`config.mk`:
```
export PLATFORM = sky130hd
export DESIGN_NAME = bfda_ram
export DESIGN_NICKNAME = d
export VERILOG_FILES = /design/src/rtl/bfda_ram.sv
export SDC_FILE = /design/constraint.sdc
export NUM_CORES = 1
export LEC_CHECK = 0
export ABC_AREA = 1
export BUFFER_PORTS_ARGS = -buffer_cell sky130_fd_sc_hd__buf_2
export CAP_MARGIN = 20
export CORE_ASPECT_RATIO = 0.8
export CORE_MARGIN = 3
export CORE_UTILIZATION = 51
export CTS_CLUSTER_DIAMETER = 200
export DETAILED_ROUTE_END_ITERATION = 10
export PLACE_DENSITY = 0.69
export SLEW_MARGIN = 20
export SYNTH_ARGS = -nofsm -noshare
export SYNTH_HDL_FRONTEND = slang
export SYNTH_SLANG_ARGS = --single-unit
```
`constraint.sdc`:
```
create_clock -name clock -period 2.34 [get_ports clock]
set_input_delay 0.702 -clock clock [delete_from_list [all_inputs] [get_ports clock]]
set_output_delay 0.702 -clock clock [all_outputs]
set_load 0.005 [all_outputs]
```
`src/rtl/bfda_ram.sv`:
```
// ----------------------------------------------------------------------------
// bfda_ram
// Generic single-write, single-read memory with registered read data.
// ----------------------------------------------------------------------------
module bfda_ram #(
   parameter int WIDTH = 8,
   parameter int DEPTH = 64
) (
   input  logic                     clock,
   input  logic                     wr_en,
   input  logic [$clog2(DEPTH)-1:0] wr_addr,
   input  logic [WIDTH-1:0]         wr_data,
   input  logic [$clog2(DEPTH)-1:0] rd_addr,
   output logic [WIDTH-1:0]         rd_data
);

   logic [WIDTH-1:0] mem [DEPTH];

   // Write port and registered read port
   always_ff @(posedge clock) begin
      if (wr_en) begin
         mem[wr_addr] <= wr_data;
      end
      rd_data <= mem[rd_addr];
   end

endmodule

```
==> results_dict.tcl <==
set metrics [dict create \
    status "finished clean" \
    worstSetupPathType "flip-flop to output port" \
    crit_required_ns 1.64 \
    crit_chain "buf_2" \
    min_path_type "input port to flip-flop" \
    dpl_worst_slack_ns -0.0223 \
    layout_commonest_cell "nand2_1" \
    clockBufferDepth 3 \
    ff2ff_path_depth 8 \
    worst_pin_slew_ns 0.802 \
    power.density_nw_per_um2 810 \
    cts_hold_buf 0 \
    holdPathStages 3 \
    portBuffers 29 \
    clk_latency_ns 0.57 \
    fmax_mhz 528 \
    antenna_found_initial 1 \
    slowest_delay_ns 0.46 \
    yosysSeqAreaShare 0.728 \
    grt_overflow_total 0 \
    slew_viol_final 0 \
    rsz0062_at_grt "false" \
    end_kind "output port" \
    crit_fanout 1 \
    report.final.hold_viol_count 0 \
    min_from "rd_addr[5]" \
    ys_ff_latch 520 \
    cts_buffers 49 \
    r2r-end "rd_data[3]" \
    setup_viol 0 \
    synth_cell_types 16 \
    period_share 0.810 \
    r2r_start "mem[55][3]" \
    yosys_warnings 0 \
    htreeDepth 2 \
    wl_per_cell_um 21.3 \
    wl_met2_um 24000 \
    critical-path-top-delay-family "flip-flops" \
    maxCapViolCount 0 \
    syn_nets 1827 \
    ir_drop_uv 624 \
    wl_met3_um 5090 \
    reg2reg_setup_slack_ns 0.86 \
    syn2layout_area_growth_pct 13.5 \
    cp-start-kind "flip-flop" \
    place_hpwl_um 30800 \
    fin_crit_ns 1.90 \
    drc 0 \
    fin_tns_setup_ns 0 \
    cts_root_buffer "clkbuf_16" \
    fin_hold_ws_ns 0.555 \
    min_to "rd_data[5]" \
    final_core_util 0.591 \
    grt_use_total 0.237 \
    drt_iter0_drc 2060 \
    cp.buffers_inverters 1 \
    clock_sinks 520 \
    slowest_stage "dfxtp_1" \
    final_nets 1923 \
    timing.final.ws_setup_ns 0.444 \
    synthCells 1805 \
    slew_headroom 0.465 \
    grt_pass1_wl_um 81800 \
    die_width_um 235 \
    io_pins 30 \
    grt_start_max_net_pins 110 \
    top_layer_used "met4" \
    via_per_inst 5.74 \
    postCtsSetupBuffers 0 \
    power_leakage_nw 8.92 \
    finClkSkew_ns 0.0126 \
    detail_route.wirelength.met1_um 22500 \
    rows 66 \
    ant_nets 0 \
    final_cell_mix "nand2_1, edfxtp_1, nand3_1" \
    routabilityCongestion 0.883 \
    syn_area_sq_um 21300 \
    ctsResizeCount 0 \
    die_area_sq_um 44300 \
    vias 14300 \
    grt_pass1_vias 13800 \
    drt_wl_total_um 52900 \
    die_h_um 189 \
    power_mw 19.6 \
    coreArea_sq_um 41000 \
    first_pass_iters 5 \
    worstPathArrival_ns 1.19 \
    clk_pin_slew_ns 0.06 \
    post_synth.cell_area_avg_sq_um 11.8 \
    start_util 0.521 \
    layout-drive-gt1-share 0.120 \
    cts_tree "yes" \
]
layer usage:
metal	GRT usage	vias to the layer above
li1	-	6547
met1	0.355	6892
met2	0.365	743
met3	0.0386	100
met4	0.0659	0
met5	0	-
cells in the mapped netlist:
master    number  share of area
nand2_1      648           0.11
edfxtp_1     512           0.72
nand3_1      439           0.10
nor2_1        56         0.0099
buf_2         37         0.0087
buf_6         35          0.018
clkbuf_1      15         0.0026
buf_4         14         0.0049
buf_1         10         0.0018
inv_1         10         0.0018
nand4_1        9         0.0026
dfxtp_1        8         0.0075
nor4_1         8         0.0023
buf_8          2         0.0014
inv_2          1        0.00018
inv_6          1        0.00041
power by group:
part	switching [mW]	internal (mW)
Clock	3.36	4.65
Sequential	0.0343	10.3
Combinational	0.903	0.360
worst max path at each step:
stage	from	end	slack, ns	cells past startpoint
final	rd_data[2]	rd_data[2]	0.44	1
after global routing	rd_addr[0]	rd_data[3]	0.41	11
after CTS	rd_data[2]	rd_data[2]	0.44	1
after detailed placement	rd_addr[0]	rd_data[3]	-0.02	11
after global placement	rd_addr[0]	rd_data[3]	0.003	11
after floorplan	wr_en	mem[48][0]	-0.13	3
stage by stage:
stage / std cells / area (sq um)
finish: 2487 / 24200
global route: 2487 / 24200
CTS: 2486 / 24200
detailed placement: 2394 / 22600
global placement: 2394 / 22600
floorplan: 1805 / 21300
worst reg2reg max path, cell delays in order, from the launching register on:
cell      delay [ns]
edfxtp_1        0.38
nand2_1         0.08
nand3_1         0.10
nand3_1         0.12
nand2_1         0.06
nand2_1         0.06
nand3_1         0.20
nand3_1         0.27
nand2_1         0.10
area by class of cell:
class,instances,area [sq um]
multi-input combinational,1160,4950
timing repair buffer,158,1370
fill,3240,16700
tap,544,681
sequential,520,15500
inverter,12,52.6
clock buffer,63,1360
clock inverter,29,265
antenna,1,2.50
registers in the layout, summed over array words and instances (netlist names):
name,flops
rd_data,8
mem,512
kinds of logic after synthesis:
kind of cell / count (synthesis) / synth area share
buffers and inverters: 125 / 0.0402
DFF: 520 / 0.728
and+or+nand+nor: 1160 / 0.232
No activity file was read; power rests on OpenSTA's default activity.
